==> src/design/tcpq_pkg.sv <==
`default_nettype none

package tcpq_pkg;

    localparam int CAPACITY_DEF = 64;
    localparam int KEY_W        = 16;
    localparam int STATUS_W     = 2;
    localparam int OCC_W        = 7;

    typedef logic [STATUS_W-1:0] t_status;

    localparam t_status ST_OK        = 2'd0;
    localparam t_status ST_FULL      = 2'd1;
    localparam t_status ST_NOT_FOUND = 2'd2;

    localparam logic CMD_INSERT = 1'b0;
    localparam logic CMD_REMOVE = 1'b1;

    typedef struct packed {
        logic             cmd;
        logic [KEY_W-1:0] entry_key;
        logic             fast_class;
    } t_in_item;

    typedef struct packed {
        t_status          status;
        logic [OCC_W-1:0] occupancy;
        logic             head_valid;
        logic [KEY_W-1:0] head_key;
        logic             head_fast;
    } t_out_item;

    // contents of one queue position
    typedef struct packed {
        logic             valid;
        logic             fast;
        logic [KEY_W-1:0] key;
    } t_slot;

    // broadcast from the sequencer to every cell
    typedef struct packed {
        logic             capture;
        logic             hit_cmd;
        logic [KEY_W-1:0] hit_key;
        logic             hit_fast;
        logic             apply;
        logic             app_cmd;
        logic [KEY_W-1:0] app_key;
        logic             app_fast;
    } t_cell_ctrl;

endpackage

`default_nettype wire

==> src/design/tcpq_cell.sv <==
`default_nettype none

module tcpq_cell (
    input  wire logic               i_clk,
    input  wire logic               i_rst_n,
    input  wire tcpq_pkg::t_cell_ctrl i_ctrl,
    input  wire tcpq_pkg::t_slot    i_left,
    input  wire tcpq_pkg::t_slot    i_right,
    input  wire logic               i_ge_self,
    input  wire logic               i_ge_left,
    output tcpq_pkg::t_slot         o_slot,
    output logic                    o_hit
);
    import tcpq_pkg::*;

    logic  r_valid;
    logic  r_fast;
    logic  [KEY_W-1:0] r_key;
    logic  r_hit;
    t_slot n_slot;
    logic  n_hit;

    // hit: for remove, a matching key; for insert, position at or behind the insert point
    always_comb begin
        n_hit = r_hit;
        if (i_ctrl.capture) begin
            if (i_ctrl.hit_cmd == CMD_REMOVE) begin
                n_hit = r_valid && (r_key == i_ctrl.hit_key);
            end else if (i_ctrl.hit_fast) begin
                n_hit = !(r_valid && r_fast);
            end else begin
                n_hit = !r_valid;
            end
        end
    end

    always_comb begin
        n_slot = '{valid: r_valid, fast: r_fast, key: r_key};
        if (i_ctrl.apply && i_ge_self) begin
            if (i_ctrl.app_cmd == CMD_REMOVE) begin
                n_slot = i_right;
            end else if (i_ge_left) begin
                n_slot = i_left;
            end else begin
                n_slot = '{valid: 1'b1, fast: i_ctrl.app_fast, key: i_ctrl.app_key};
            end
        end
    end

    always_ff @(posedge i_clk) begin
        if (!i_rst_n) begin
            r_valid <= 1'b0;
            r_hit   <= 1'b0;
        end else begin
            r_valid <= n_slot.valid;
            r_hit   <= n_hit;
        end
    end

    always_ff @(posedge i_clk) begin
        r_fast <= n_slot.fast;
        r_key  <= n_slot.key;
    end

    assign o_slot = '{valid: r_valid, fast: r_fast, key: r_key};
    assign o_hit  = r_hit;

endmodule

`default_nettype wire

==> src/design/two_class_priority_queue.sv <==
`default_nettype none

// two-class priority queue built as a row of CAPACITY cells, position 0 at the head.
// fast entries always stand ahead of regular ones, fifo order within each class.
// in every transaction, at the accept edge each cell registers its own
// compare (key match for remove, class/occupancy test for insert); in the apply state
// the first hit is isolated over the row with one add and every cell at or behind it
// shifts by one toward or away from the head in a single step. a new transaction is only
// accepted after the apply state of the previous one, that state stretching only while
// a previous result still waits on the output register. each result carries the status,
// occupancy and head entry after the transaction; insert into a full queue reports full
// and changes nothing, remove of an absent key or from an empty queue reports not found.
module two_class_priority_queue #(
    parameter int CAPACITY = tcpq_pkg::CAPACITY_DEF
) (
    input  wire logic                i_clk,
    input  wire logic                i_rst_n,
    // command channel
    input  wire logic                i_in_valid,
    output logic                     o_in_ready,
    input  wire tcpq_pkg::t_in_item  i_in_data,
    // result channel
    output logic                     o_out_valid,
    input  wire logic                i_out_ready,
    output tcpq_pkg::t_out_item      o_out_data
);
    import tcpq_pkg::*;

    localparam int CNT_W = $clog2(CAPACITY + 1);

    typedef enum logic [1:0] {
        S_IDLE  = 2'b01,
        S_APPLY = 2'b10
    } t_state;

    t_state           r_state, n_state;
    t_in_item         r_item;
    logic [CNT_W-1:0] r_count, n_count;
    t_status          r_status, n_status;
    logic             r_out_valid, n_out_valid;

    t_cell_ctrl       w_ctrl;
    t_slot            w_slot [CAPACITY];
    logic [CAPACITY-1:0] w_hit;
    logic [CAPACITY-1:0] w_ge;
    logic             w_accept;
    logic             w_step;
    logic             w_full;
    logic             w_found;

    assign w_accept = i_in_valid && o_in_ready;
    assign o_in_ready = (r_state == S_IDLE);

    // the apply state may retire only when the output register is free or being read
    assign w_step = (r_state == S_APPLY) && (!r_out_valid || i_out_ready);

    assign w_full  = (r_count == CNT_W'(CAPACITY));
    assign w_found = |w_hit;

    // all positions at or behind the lowest hit: x | -x
    assign w_ge = w_hit | (~w_hit + {{(CAPACITY-1){1'b0}}, 1'b1});

    always_comb begin
        w_ctrl.capture  = w_accept;
        w_ctrl.hit_cmd  = i_in_data.cmd;
        w_ctrl.hit_key  = i_in_data.entry_key;
        w_ctrl.hit_fast = i_in_data.fast_class;
        // a full insert leaves the row untouched
        w_ctrl.apply    = w_step && !((r_item.cmd == CMD_INSERT) && w_full);
        w_ctrl.app_cmd  = r_item.cmd;
        w_ctrl.app_key  = r_item.entry_key;
        w_ctrl.app_fast = r_item.fast_class;
    end

    // cell row, each cell sees its neighbors on both sides
    for (genvar g = 0; g < CAPACITY; g++) begin : g_cell
        t_slot w_left;
        t_slot w_right;
        logic  w_ge_left;

        if (g == 0) begin : g_head
            assign w_left    = '0;
            assign w_ge_left = 1'b0;
        end else begin : g_mid
            assign w_left    = w_slot[g-1];
            assign w_ge_left = w_ge[g-1];
        end

        if (g == CAPACITY - 1) begin : g_tail
            assign w_right = '0;
        end else begin : g_body
            assign w_right = w_slot[g+1];
        end

        tcpq_cell u_cell (
            .i_clk     (i_clk),
            .i_rst_n   (i_rst_n),
            .i_ctrl    (w_ctrl),
            .i_left    (w_left),
            .i_right   (w_right),
            .i_ge_self (w_ge[g]),
            .i_ge_left (w_ge_left),
            .o_slot    (w_slot[g]),
            .o_hit     (w_hit[g])
        );
    end

    // sequencer, status and occupancy
    always_comb begin
        n_state     = r_state;
        n_count     = r_count;
        n_status    = r_status;
        n_out_valid = r_out_valid;

        if (r_out_valid && i_out_ready) begin
            n_out_valid = 1'b0;
        end

        unique case (r_state)
            S_IDLE: begin
                if (w_accept) begin
                    n_state = S_APPLY;
                end
            end
            S_APPLY: begin
                if (w_step) begin
                    n_state     = S_IDLE;
                    n_out_valid = 1'b1;
                    if (r_item.cmd == CMD_INSERT) begin
                        if (w_full) begin
                            n_status = ST_FULL;
                        end else begin
                            n_status = ST_OK;
                            n_count  = r_count + CNT_W'(1);
                        end
                    end else begin
                        if (w_found) begin
                            n_status = ST_OK;
                            n_count  = r_count - CNT_W'(1);
                        end else begin
                            n_status = ST_NOT_FOUND;
                        end
                    end
                end
            end
            default: begin
                n_state = S_IDLE;
            end
        endcase
    end

    always_ff @(posedge i_clk) begin
        if (!i_rst_n) begin
            r_state     <= S_IDLE;
            r_count     <= '0;
            r_status    <= ST_OK;
            r_out_valid <= 1'b0;
        end else begin
            r_state     <= n_state;
            r_count     <= n_count;
            r_status    <= n_status;
            r_out_valid <= n_out_valid;
        end
    end

    // command kept for the shift cycle
    always_ff @(posedge i_clk) begin
        if (w_accept) begin
            r_item <= i_in_data;
        end
    end

    // head fields come straight from cell 0, which holds still while a result waits
    assign o_out_valid          = r_out_valid;
    assign o_out_data.status     = r_status;
    assign o_out_data.occupancy  = OCC_W'(r_count);
    assign o_out_data.head_valid = w_slot[0].valid;
    assign o_out_data.head_key   = w_slot[0].valid ? w_slot[0].key : '0;
    assign o_out_data.head_fast  = w_slot[0].valid && w_slot[0].fast;

endmodule

`default_nettype wire
==> config.mk <==
export PLATFORM = sky130hd
export DESIGN_NAME = two_class_priority_queue
export DESIGN_NICKNAME = d
export VERILOG_FILES = /design/src/design/tcpq_pkg.sv /design/src/design/tcpq_cell.sv /design/src/design/two_class_priority_queue.sv
export SDC_FILE = /design/constraint.sdc
export NUM_CORES = 2
export LEC_CHECK = 0
export BUFFER_PORTS_ARGS = -buffer_cell sky130_fd_sc_hd__buf_4
export CAP_MARGIN = 20
export CORE_MARGIN = 3
export CORE_UTILIZATION = 45
export CTS_BUF_LIST = sky130_fd_sc_hd__clkbuf_8
export CTS_CLUSTER_DIAMETER = 120
export DETAILED_ROUTE_END_ITERATION = 8
export HOLD_SLACK_MARGIN = 0.12
export PLACE_DENSITY = 0.69
export REMOVE_ABC_BUFFERS = 1
export SYNTH_ARGS = -nofsm -noshare
export SYNTH_HDL_FRONTEND = slang
export SYNTH_SLANG_ARGS = --single-unit
==> constraint.sdc <==
create_clock -name i_clk -period 6.76 [get_ports i_clk]
set_clock_uncertainty 0.05 [all_clocks]
set_input_delay 0.676 -clock i_clk [delete_from_list [all_inputs] [get_ports i_clk]]
set_output_delay 0.676 -clock i_clk [all_outputs]
set_load 0.005 [all_outputs]
---- After elaboration in Yosys (flattened, before gate mapping) ----
Cells that the tools add are included.
word-level totals
  logic and storage cells ................. 940
  register bits ........................... 1246
  bits of input ports ..................... 22
cells by class
  eq/ne operators ......................... 71
  add/sub/neg operators ................... 3
  muxes and demuxes ....................... 268
  bitwise gates (word level) .............. 3
  reductions and logical operators ........ 332
operators with widths
  kind                                                                     number
  18-bit 2-to-1 mux                                                        127
  16-bit == test                                                           64
  1-bit logical AND                                                        197
  1-bit 2-to-1 mux                                                         132
  1-bit logical NOT                                                        130
  64-bit by 1-bit adder with 64-bit output, second input constant          1
  64-bit NOT                                                               1
  64-bit OR                                                                1
  64-bit OR reduction                                                      1
  7-bit 2-to-1 mux                                                         3
  16-bit 2-to-1 mux                                                        1
  2-bit 2-to-1 mux                                                         4
  7-bit by 1-bit adder with 7-bit output, second input constant            1
  7-bit == test, second input constant                                     1
  7-bit by 1-bit subtractor with 7-bit output, second input constant       1
  2-bit by 1-bit inequality test with 1-bit output, second input constant  2
  2-bit inequality test, second input constant                             2
  2-bit one-hot mux with 2 select lines                                    1
  2-bit AND reduction                                                      2
  4-bit AND reduction                                                      1
  2-bit by 1-bit == test with 1-bit output, second input constant          1
  2-bit == test, second input constant                                     1
  1-bit logical OR                                                         1
  1-bit NOT                                                                1

---- Logic depth before layout (Yosys ltp) ----
  word-level depth ........................ 5
  mapped depth ............................ 13
  gate-level depth less buffers ........... 8

---- Modules after synthesis ----
From an unflattened synthesis, not the netlist that was laid out.
unflattened totals
  cells, all modules ...................... 7398
  area total of the unflattened synthesis .. 77704.5 um^2
modules (own cells, without submodules)
  module                    cells an instance  instances  area each (um^2)  sequential area each (um^2)
  tcpq_cell                 112                64         1182.4            550.5
  two_class_priority_queue  230                1          2031.9            780.7

---- Worst setup path before layout ----
OpenSTA, ideal clock, no wires.
  path kind ............................... register -> register
  from .................................... reg r_item[17] (netlist bit)
  to ...................................... reg r_count[6]
  data arrival time ....................... 3.058 ns
  buffers on the path ..................... 5
  slack ................................... 3.517 ns
  stages on the path, launching flop included .. 14
  period minus slack after synthesis ...... 3.243 ns
  cell sequence ........................... edfxtp_1 -> clkbuf_1 -> clkbuf_1 -> inv_1 -> clkbuf_1 -> clkbuf_1 -> clkbuf_1 -> fa_1 -> nor2b_1 -> o31a_1 -> o21a_1 -> o21a_1 -> o311ai_0 -> o41ai_1
on the way
  cells in the longest elaborated chain, start to end .. 2
  elaborated cells on any way between the ends .. 4
RTL lines
  item                                                                                                        line                             text
  start, declared                                                                                             two_class_priority_queue.sv:37   t_in_item r_item;
  start signal, assigned                                                                                      two_class_priority_queue.sv:169  r_item <= i_in_data;
  2-bit by 1-bit inequality test with 1-bit output (no source line) or 2-bit inequality test (tied branches)  --
  4-bit AND reduction (no source line)                                                                        --
  end signal, assigned                                                                                        two_class_priority_queue.sv:160  r_count <= n_count;
  end, declared                                                                                               two_class_priority_queue.sv:38   logic [CNT_W-1:0] r_count, n_count;
Parallel ways exist; a longest one is shown, timed or not.
A chain may end at the register's enable or synchronous reset.

---- Worst setup path after layout ----
  from .................................... reg g_cell[26].u_cell.r_hit
  to ...................................... reg g_cell[43].u_cell.r_key[9] (enable)
on the way
  cells in the longest elaborated chain, start to end .. 4
RTL lines
  item                                      line                            text
  start, declared                           tcpq_cell.sv:19                 logic r_hit;
  start signal, assigned                    tcpq_cell.sv:56                 r_hit <= n_hit;
  64-bit NOT                                two_class_priority_queue.sv:61  assign w_ge = w_hit | (~w_hit + {{(CAPACITY-1){1'b0}}, 1'b1});
  64-bit by 1-bit adder with 64-bit output  two_class_priority_queue.sv:61
  64-bit OR                                 two_class_priority_queue.sv:61
  1-bit logical AND                         tcpq_cell.sv:39                 if (i_ctrl.apply && i_ge_self) begin
  end signal, assigned                      tcpq_cell.sv:62                 r_key <= n_slot.key;
  end, declared                             tcpq_cell.sv:18                 logic [KEY_W-1:0] r_key;
No other way between the ends.

==> run summary <==
The run finished, with violations left. The final reports fail on design-rule violations. The count of buffers inserted at the top-level ports is 50.

The total of endpoints with negative setup slack in the final report is 0. The height of the die is 414.0 µm. Counting every sink on the clock net gives 1,246. The later-pin clock latency in the skew report came out at 1.00 ns.

The initial utilization of the core area, before any placement, comes to 45.36%. Routability-driven placement finished with a final weighted congestion of 0.9924. The number of I/O pins came out at 51. STA classifies the critical path startpoint as a register. In the routed design, unresolved DRC markers number 5.

By count the netlist is led by edfxtp_1 (1,106), xnor2_1 (1,025), nand2_1 (952). Dividing the synthesized area by the synthesized cell count gives 10.33 µm². The minimum clock period after layout came out at 4.271 ns. The met1 wire length came out at 103,900 µm.

The number of search-and-repair iterations in the first detailed-routing pass came out at 9. The post-CTS resize count came out at 0. The number of rows in the core area is 149. Of all nets on the critical path, the largest fanout is 26.

The total placed instance area came out at 77,150 µm². The critical path in this run is classified as reg -> reg. The area of all placed cells without fillers came out at 81,420 µm².

The number of clock buffers inserted by TritonCTS is 214. The fraction of layout instances using a drive strength above 1 came out at 8.438%. The final number of max-transition violations is 0. The element type at the critical path end is a register.

The number of flops mapped to enable cells by yosys came out at 1,106. The library cell with the highest instance count after synthesis is edfxtp_1. Across the run, the number of max-cap violations was 0. During synthesis, Yosys emitted a total of 0 warnings. The via count came out at 60,690. The setup TNS came out at 0 ns. The top routing layer in use is met5. Summed over all nets, the half-perimeter wirelength after detailed placement is 173,600 µm. The register bit count reported by yosys is 1,246. The worst slew slack as a fraction of its limit is 14.89%. After detailed routing, the average wire length per cell comes to 28.46 µm. The worst-case IR drop observed on VDD is 0.2236 mV. Final hold analysis gives a worst-case slack of 0.2832 ns. The global route total overflow came out at 0. The number of nets in the layout came out at 7,063. The via count of the first global-routing pass came to 57,930. The via-per-instance ratio came out at 6.450. CTS placed an instance of clkbuf_8 at the clock tree root.

The slew at the pin with the worst max-slew slack came out at 1.277 ns. The leakage power is 0.02798 µW. The share of the clock period used by the worst path is 63.19%.

The critical path data required time is 7.33 ns. In this run the post-CTS setup repair buffer count came out at 0. The floorplan step defined a die boundary enclosing 171,400 µm². The clock edge transition at the registers on the reported setup and hold paths came out at 0.06 ns. The maximum root-to-sink buffer count is 3. The CTS H-tree depth is 4. Entering global routing, the biggest net connects 300 pins. The area share of the leading cell type in the synthesized netlist is 44.33%.

Wire segments on met3 add up to 35,320 µm in the final route. The most used flip-flop cell after synthesis is edfxtp_1. The core outline area is 165,200 µm². The count of hold-fix buffers inserted at cts came out at 1. The synthesized design spends more area on one cell type than any other, namely edfxtp_1. In this run the power density over the cells is 217.5 nW/µm². Setup repair after global routing left no endpoint under its margin. The post-synth design cell area is 74,920 µm². Summed over all nets, wire length on met2 after detailed routing comes to 112,900 µm. The top achievable clock speed came out at 0.2341 GHz. From synthesis to final layout, the design area changed by 8.674%. Global routing used 30.06% of the available tracks. The post-synthesis cell count is 7,255. The clock tree from TritonCTS is yes.

The number of hold violations in the final report came out at 0. In this run the remaining antenna-violating nets after routing total 0. The number of distinct library cells after synthesis is 64. The worst min-delay path category is in -> reg. After detailed routing, the total wire length is 267,800 µm. The share of synthesized registers carrying an async set or reset came out at 0%.

The number of antenna violations at the first check in global routing came out at 9. By area the synthesized netlist is led by edfxtp_1 (44%), xnor2_1 (12%), mux2i_1 (12%), o21ai_0 (6.3%), nand2_1 (4.8%). The sequential-to-total area share from yosys stat is 48.07%. The detailed router's first-iteration violation count came out at 9,808. Data arrives at the worst endpoint at 4.84 ns.

The x dimension of the die came out at 414.0 µm. The final design utilization is 49.29%. The global-route wire length before repair is 390,600 µm.
[power breakdown]
group / internal [µW] / total [µW] / leakage (µW) / switching (µW)
clock network: 3280 / 6630 / 0.00237 / 3350
logic: 781 / 2340 / 0.0144 / 1560
registers: 8560 / 8740 / 0.0112 / 179
total: 12600 / 17700 / 0.0280 / 5080
[registers in the layout (all words and copies together), names as in the netlist]
name,flops
g_cell.u_cell.o_hit,64
g_cell.u_cell.r_fast,64
g_cell.u_cell.r_key,1024
g_cell.u_cell.r_valid,64
o_out_valid,1
r_count,7
r_item,18
r_state,2
r_status,2
[path summary, 6_finish.rpt]
path                           endpoint                    start  cells past startpoint  slack, ns
max reg2reg  g_cell[43].u_cell.r_key[9]  g_cell[26].u_cell.o_hit                      5       2.49
min reg2reg                  r_count[3]               r_count[3]                      2       0.46
min                          r_count[6]                  i_rst_n                      3       0.28
max          g_cell[43].u_cell.r_key[9]  g_cell[26].u_cell.o_hit                      5       2.49
[cell type report]
class                           count  area, µm²
Fill cell                       15010      83760
Multi-Input combinational cell   5303      36390
Sequential cell                  1246      36010
Clock buffer                      238       3276
Tap cell                         2189       2739
Timing Repair Buffer              260       2235
Clock inverter                    160      719.4
Inverter                           10      40.04
Antenna cell                        3      7.507
[layer usage]
metal	vias to the layer above	GRT usage [%]
met2	4370	43.62
met1	29340	41.49
li1	26090	-
met4	8	15.72
met5	-	0
met3	881	7.399
[critical path, cell delays in order (launching register included)]
cell and delay, ns:
dfxtp_1 0.33, or4_1 0.60, or4_1 0.44, or3_2 0.88
or3_1 0.91, and2_1 0.64
[logic make-up after synthesis]
logic type	share of synthesized area [%]
mux	11.54
xor+xnor	11.99
fa+ha+maj	0.1102
flops	48.07
buf+inv	3.672
simple gates	12.15
compound gates	12.46
[placed cells by master, fill, tap and decap left out, types with 23 or more instances in the layout]
cell and count:
edfxtp_1 1106, or3_1 32, a221o_1 170, clkbuf_8 238, nor3b_1 171, and2_1 23, a2bb2oi_1 35, nor2_1 103
nand2b_1 80, nand3_1 79, nor4_1 76, nor3_1 39, xnor2_1 1025, nand4_1 203, nand2_1 952, dfxtp_1 140
buf_4 235, o21ai_0 945, a41oi_1 64, inv_1 94, a31oi_1 34, clkinv_1 42, a21oi_1 190, mux2i_1 864
[per-stage QoR]
stage	std cells	worst slack (ns)	power [µW]
final	9409	2.489	17710
after global routing	9407	2.366	18180
after CTS	9391	2.517	17630
after detailed placement	8992	2.509	11140
after global placement	8986	2.546	11090
after floorplan	6559	-47.00	11030
(Power assumes the default switching activity.)
